$ cat src/hw/rtl/hdec_pkg.sv
// Shared types and constants for the Huffman tree bit decoder.
// No dependencies; imported by every module of the block.
package hdec_pkg;

    localparam int unsigned IDX_W  = 9;
    localparam int unsigned SYM_W  = 8;
    localparam int unsigned CODE_W = 8;
    localparam int unsigned CNT_W  = 32;
    localparam int unsigned BCNT_W = 4;

    localparam logic [BCNT_W-1:0] BITS_PER_CODE = 4'd8;
    localparam logic              CMD_WRITE     = 1'b0;
    localparam logic              CMD_DECODE    = 1'b1;

    typedef struct packed {
        logic [IDX_W-1:0] left;
        logic [IDX_W-1:0] right;
        logic [SYM_W-1:0] sym;
    } node_entry_t;

    typedef struct packed {
        logic             en;
        logic [IDX_W-1:0] addr;
        node_entry_t      data;
    } node_wr_t;

    typedef struct packed {
        logic             en;
        logic [IDX_W-1:0] addr;
    } node_rd_t;

    typedef struct packed {
        logic             load;
        logic [SYM_W-1:0] sym;
        logic             last;
        logic             finished;
    } emit_t;

endpackage

$ cat src/hw/rtl/hdec_seq.sv
// Bit-walk sequencer: steps the tree one code bit at a time through the node table,
// holds one pending symbol so the last flag of a code byte can be set. Depends on hdec_pkg.
module hdec_seq
    import hdec_pkg::*;
#(
    parameter int unsigned NODE_SLOTS = 511
)
(
    input  logic              clk,
    input  logic              rst_n,
    input  logic              in_fire,
    input  logic              cmd,
    input  logic [IDX_W-1:0]  node_index,
    input  logic [IDX_W-1:0]  left_child,
    input  logic [IDX_W-1:0]  right_child,
    input  logic [SYM_W-1:0]  leaf_symbol,
    input  logic [CODE_W-1:0] code_byte,
    input  logic              cfg_we,
    input  logic [CNT_W-1:0]  cfg_wdata,
    input  logic              out_free,
    input  node_entry_t       rdata,
    output logic              busy,
    output node_wr_t          mem_wr,
    output node_rd_t          mem_rd,
    output emit_t             emit
);

    localparam logic [IDX_W-1:0] SLOTS = IDX_W'(NODE_SLOTS);

    localparam logic [2:0] S_IDLE  = 3'd0;
    localparam logic [2:0] S_FETCH = 3'd1;
    localparam logic [2:0] S_STEP  = 3'd2;
    localparam logic [2:0] S_CHECK = 3'd3;
    localparam logic [2:0] S_FLUSH = 3'd4;

    logic [2:0]        state_reg, state_next;
    logic [IDX_W-1:0]  cur_reg, cur_next;
    logic [CNT_W-1:0]  remain_reg, remain_next;
    logic [CODE_W-1:0] code_reg, code_next;
    logic [BCNT_W-1:0] bcnt_reg, bcnt_next;
    logic              pend_valid_reg, pend_valid_next;
    logic [SYM_W-1:0]  pend_sym_reg, pend_sym_next;
    logic              pend_fin_reg, pend_fin_next;

    logic [IDX_W-1:0]  child;
    logic              is_leaf;

    // Code bit is the MSB of the shift register
    assign child   = code_reg[CODE_W-1] ? rdata.right : rdata.left;
    assign is_leaf = (rdata.left >= SLOTS) && (rdata.right >= SLOTS);
    assign busy    = (state_reg != S_IDLE);

    always_comb
    begin
        state_next      = state_reg;
        cur_next        = cur_reg;
        remain_next     = remain_reg;
        code_next       = code_reg;
        bcnt_next       = bcnt_reg;
        pend_valid_next = pend_valid_reg;
        pend_sym_next   = pend_sym_reg;
        pend_fin_next   = pend_fin_reg;

        mem_wr.en   = 1'b0;
        mem_wr.addr = node_index;
        mem_wr.data = '{left: left_child, right: right_child, sym: leaf_symbol};
        mem_rd.en   = 1'b0;
        mem_rd.addr = cur_reg;
        emit.load     = 1'b0;
        emit.sym      = pend_sym_reg;
        emit.last     = 1'b0;
        emit.finished = pend_fin_reg;

        case (state_reg)
            S_IDLE:
            begin
                if (cfg_we)
                begin
                    remain_next = cfg_wdata;
                    cur_next    = '0;
                end
                else if (in_fire)
                begin
                    if (cmd == CMD_WRITE)
                    begin
                        mem_wr.en = (node_index < SLOTS);
                    end
                    else if (remain_reg != '0)
                    begin
                        code_next  = code_byte;
                        bcnt_next  = '0;
                        state_next = S_FETCH;
                    end
                end
            end
            S_FETCH:
            begin
                mem_rd.en  = 1'b1;
                mem_rd.addr = cur_reg;
                state_next = S_STEP;
            end
            S_STEP:
            begin
                if (bcnt_reg == BITS_PER_CODE)
                begin
                    state_next = S_FLUSH;
                end
                else
                begin
                    code_next = {code_reg[CODE_W-2:0], 1'b0};
                    bcnt_next = bcnt_reg + 1'b1;
                    // Missing child: drop the bit and stay on this node
                    if (child < SLOTS)
                    begin
                        cur_next    = child;
                        mem_rd.en   = 1'b1;
                        mem_rd.addr = child;
                        state_next  = S_CHECK;
                    end
                end
            end
            S_CHECK:
            begin
                if (!is_leaf)
                begin
                    state_next = S_STEP;
                end
                else if (!pend_valid_reg || out_free)
                begin
                    // Hand the older symbol to the output, keep the new one pending
                    emit.load       = pend_valid_reg;
                    pend_valid_next = 1'b1;
                    pend_sym_next   = rdata.sym;
                    pend_fin_next   = (remain_reg == CNT_W'(1));
                    remain_next     = remain_reg - 1'b1;
                    cur_next        = '0;
                    if (remain_reg == CNT_W'(1) || bcnt_reg == BITS_PER_CODE)
                    begin
                        state_next = S_FLUSH;
                    end
                    else
                    begin
                        mem_rd.en   = 1'b1;
                        mem_rd.addr = '0;
                        state_next  = S_STEP;
                    end
                end
            end
            S_FLUSH:
            begin
                emit.last = 1'b1;
                if (!pend_valid_reg)
                begin
                    state_next = S_IDLE;
                end
                else if (out_free)
                begin
                    emit.load       = 1'b1;
                    pend_valid_next = 1'b0;
                    state_next      = S_IDLE;
                end
            end
            default:
            begin
                state_next = S_IDLE;
            end
        endcase
    end

    always_ff @(posedge clk or negedge rst_n)
    begin
        if (!rst_n)
        begin
            state_reg      <= S_IDLE;
            cur_reg        <= '0;
            remain_reg     <= '0;
            bcnt_reg       <= '0;
            pend_valid_reg <= 1'b0;
        end
        else
        begin
            state_reg      <= state_next;
            cur_reg        <= cur_next;
            remain_reg     <= remain_next;
            bcnt_reg       <= bcnt_next;
            pend_valid_reg <= pend_valid_next;
        end
    end

    always_ff @(posedge clk)
    begin
        code_reg     <= code_next;
        pend_sym_reg <= pend_sym_next;
        pend_fin_reg <= pend_fin_next;
    end

endmodule

$ cat config.mk
export PLATFORM = sky130hd
export DESIGN_NAME = hdec_seq
export DESIGN_NICKNAME = d
export VERILOG_FILES = /design/src/hw/rtl/hdec_pkg.sv /design/src/hw/rtl/hdec_seq.sv
export SDC_FILE = /design/constraint.sdc
export NUM_CORES = 1
export LEC_CHECK = 0
export ABC_AREA = 1
export BUFFER_PORTS_ARGS = -buffer_cell sky130_fd_sc_hd__buf_2
export CAP_MARGIN = 20
export CORE_MARGIN = 10
export CORE_UTILIZATION = 50
export CTS_CLUSTER_DIAMETER = 200
export DETAILED_ROUTE_END_ITERATION = 16
export HOLD_SLACK_MARGIN = 0.03
export PLACE_DENSITY = 0.8
export SLEW_MARGIN = 20
export SYNTH_ARGS = -nofsm -noshare
export SYNTH_HDL_FRONTEND = slang
export SYNTH_SLANG_ARGS = --single-unit
$ cat constraint.sdc
create_clock -name clk -period 2.33 [get_ports clk]
set_input_delay 0.233 -clock clk [delete_from_list [all_inputs] [get_ports clk]]
set_output_delay 0.233 -clock clk [all_outputs]
set_load 0.01 [all_outputs]
==> impl_metrics.py <==
metrics = {
    "status": {
        "status": "completed",
    },
    "power_and_ir_drop": {
        "combPwrFrac_pct": 54.4,
        "power.density_nw_per_um2": 1250,
        "p_leak_nw": 2.99,
        "p_switching_mw": 3.61,
        "pwr-share-seq_pct": 29.5,
        "intPower_mw": 3.82,
        "netSwitchingFraction_pct": 48.6,
        "vdd_ir_drop_max_mv": 0.589,
        "clockPowerShare_pct": 16.2,
    },
    "critical_path": {
        "worstPathRequired_ns": 2.10,
        "crit_path_end_kind": "output pin",
        "rrSetupSlack_ns": 0.36,
        "worstPathArrival_ns": 2.03,
        "reg2reg_depth": 9,
        "r2r_start": "remain_reg[0]$_DFFE_PN0P_",
        "start_kind": "flip-flop",
        "worstSetupPathType": "flip-flop to output pin",
        "r2r-end": "remain_reg[14]$_DFFE_PN0P_",
        "timing.critical_path.fanout_max": 6,
    },
    "synthesis": {
        "synth.top_cell.area_share_pct": 24.2,
        "syn_area_um2": 5080,
        "yosys-mux-area-fraction_pct": 0,
        "synth_area_leaders": "dfrtp_1 (24%), nand2_1 (22%), edfxtp_1 (10%), nor2_1 (8.6%), buf_4 (5.8%)",
        "ys_seq_elements": 66,
        "syn_inst": 781,
        "synth_edf_count": 17,
        "synth_top_family_by_area": "simple AND/OR/NAND/NOR gates",
        "synth_warnings": 0,
        "synth_fp_nets": 893,
        "synth_cell_types": 35,
        "synthAdderAreaFrac_pct": 1.23,
        "yosys.area.top_type": "dfrtp_1",
        "yosysSeqAreaShare_pct": 34.2,
        "synth_compound_area_share_pct": 7.42,
        "synth_ff_type": "dfrtp_1",
        "synth_async_sr_flop_share_pct": 74.2,
        "synth-simple-area-share_pct": 43.4,
        "synth_xor_xnor_area_share_pct": 0.690,
        "synth_area_per_cell_um2": 6.50,
    },
    "floorplan": {
        "io_pins": 165,
        "die_h_um": 121,
        "design.core.area_um2": 9820,
        "start_util_pct": 51.7,
        "rows": 36,
        "die_width_um": 121,
        "dieArea_um2": 14600,
    },
    "placement": {
        "port_buffers": 112,
        "preCtsSetupSlack_ns": 0.256,
        "dp_hpwl_um": 10300,
        "gp_congestion": 0.990,
        "placed_area_um2": 5460,
    },
    "cts": {
        "cts_made_buffers": 9,
        "clock-sinks": 66,
        "insertion_delay_ns": 0.35,
        "root_buffer": "clkbuf_8",
        "clock_path_buffers": 2,
        "h-tree-depth": 3,
        "clk_pin_slew_worst_paths_ns": 0.08,
        "cts_tree": "done",
    },
    "sta": {
        "hold_slack_ns": 0.0602,
        "setup_viol": 0,
        "maxSlewViolCount": 0,
        "skew_ns": 0.0113,
        "hold_viol": 0,
        "fin_ws_ns": 0.0679,
        "rsz0062_at_grt": "true",
        "worst_slew_pin_slew_ns": 0.647,
        "relSlewSlack_pct": 56.9,
        "max_clock_freq_ghz": 0.442,
        "fin_setup_tns_ns": 0,
        "period_minus_slack_ns": 2.26,
        "fin_crit_sh_pct": 97.1,
    },
    "route": {
        "vias_per_cell": 5.13,
        "drt_iter0_drc": 440,
        "post_drt_wl_per_cell_um": 13.8,
        "ant_nets": 0,
        "num_vias": 5175,
        "wirelength_um": 13900,
        "drt_first_pass_iters": 6,
        "drc": 0,
    },
    "cells_and_area": {
        "seqCellArea_um2": 1740,
        "final_util_pct": 60.6,
        "largest_reg_flops": 32,
        "fillers": 960,
        "antenna_cells": 0,
        "num-nets-final": 983,
        "postLayoutCellArea_um2": 5950,
        "drive_gt1_share_pct": 25.3,
        "syn2layout_area_growth_pct": 17.3,
        "multi_input_area_um2": 2790,
    },
    "min_path": {
        "hp-start": "rdata[6]",
        "hold_depth": 1,
        "hp-class": "primary input to flip-flop",
        "min_to": "pend_sym_reg[6]$_DFFE_PP_",
    },
    "grt": {
        "grt_pass1_wl_um": 22500,
        "grt_overflow": 0,
        "antenna_found_initial": 0,
        "track_usage_pct": 18.2,
        "grt_max_degree": 40,
        "grt_pass1_vias": 4819,
    },
    "flow_run": {
        "maxCapViolCount": 0,
    },
}
## worst max-delay path, cell delays in order (launching register included)
cell      delay (ns)
edfxtp_1        0.47
inv_2           0.16
nand2_2         0.08
nand2_4         0.10
nand2_4         0.06
nor2_4          0.13
nand3_4         0.13
buf_12          0.16
nand3_1         0.08
nand2_1         0.06
nand2_1         0.05
nand3_1         0.06
buf_2           0.14
## synthesized netlist by cell type, types with 2 or more instances
master	count
a21oi_1	11
a31oi_1	4
buf_2	8
buf_4	39
buf_6	4
clkbuf_1	4
dfrtp_1	49
edfxtp_1	17
ha_1	5
inv_1	60
inv_2	5
nand2_1	293
nand2_2	10
nand2_4	2
nand3_1	52
nand3_2	7
nand3b_1	5
nand4_1	7
nor2_1	116
nor2_2	7
nor2_4	4
nor3_1	3
o21ai_0	33
o21ai_1	18
o21ai_2	3
or2_2	3
xor2_1	4
## kinds of logic after synthesis
| logic type | after synthesis |
|---|---|
| AO/OA/AOI/OAI | 71 |
| XOR/XNOR | 4 |
| adder cells (fa/ha/maj) | 5 |
| buffers and inverters | 122 |
| flip-flops | 66 |
| AND/OR/NAND/NOR | 513 |
## metal layers
| metal | vias up | part of all wire [%] | global-route usage (%) |
|---|---|---|---|
| met3 | 17 | 7.8 | 3.68 |
| met2 | 195 | 47 | 29.8 |
| met4 | 0 | 1.2 | 5.81 |
| li1 | 2605 | - | - |
| met1 | 2358 | 44 | 23.5 |
| met5 | - | 0 | 0 |
## cells in the final DEF (no fill, tap or decap), types with 2 or more instances in the layout
master	netlist	final
nand2_1	293	288
buf_2	8	112
nor2_1	116	104
inv_1	60	56
nand3_1	52	50
dfrtp_1	49	46
o21ai_0	33	33
nor2_2	7	18
edfxtp_1	17	17
buf_4	39	17
o21ai_1	18	14
nand2_2	10	13
a21oi_1	11	11
nand3_2	7	9
clkbuf_8	0	9
nand4_1	7	7
inv_2	5	7
o21ai_2	3	6
nand3b_1	5	5
nor2_4	4	5
ha_1	5	5
xor2_1	4	4
a31oi_1	4	4
nand2_4	2	4
or2_2	3	3
nor3_1	3	3
bufinv_16	0	3
dfrtp_2	0	3
inv_4	0	2
clkinv_4	0	2
buf_12	1	2
buf_6	4	2
## cell type report
class,instances,share of cell area [%]
multi-input combinational,594,46.9
clock inverter,6,1.93
tap,133,2.80
sequential,66,29.2
inverter,66,4.25
timing repair buffer,134,12.8
clock buffer,10,2.14
## through the flow
stage          instances  total power [mW]
2_1_floorplan        781              5.11
3_3_place_gp         978              5.84
3_5_place_dp         978              5.93
4_1_cts              997              7.18
5_1_grt             1009              8.15
6_report            1009              7.44
## repair_timing
| item | 4_1_cts | 5_1_grt |
|---|---|---|
| pin swaps | 0 | 12 |
| hold buffers | 1 | 0 |
| resized for setup | 6 | 34 |
| gates cloned | 0 | 1 |
| setup buffers | 2 | 11 |
| hold endpoints to repair | 25 | 0 |
| setup endpoints to repair | 9 | 10 |
## how the worst max path moves through the flow
stage | from | endpoint | cells past startpoint
floorplan | state_reg[2]$_DFFE_PN0P_ | mem_rd[9] | 8
global placement | bcnt_reg[0]$_DFFE_PN0P_ | mem_rd[1] | 11
detailed placement | bcnt_reg[0]$_DFFE_PN0P_ | mem_rd[1] | 11
CTS | remain_reg[12]$_DFFE_PN0P_ | mem_rd[1] | 10
global route | code_reg[7]$_DFFE_PP_ | mem_rd[8] | 12
finish | code_reg[7]$_DFFE_PP_ | mem_rd[4] | 12
## power by group through the flow
stage | clock, mW | sequential (mW) | combinational (mW)
floorplan | 0 | 2.04 | 3.07
global placement | 0 | 2.17 | 3.67
detailed placement | 0 | 2.18 | 3.75
CTS | 1.21 | 2.15 | 3.82
global route | 1.28 | 2.25 | 4.62
finish | 1.20 | 2.19 | 4.04
Note: power is estimated with default switching activity, not from simulation.
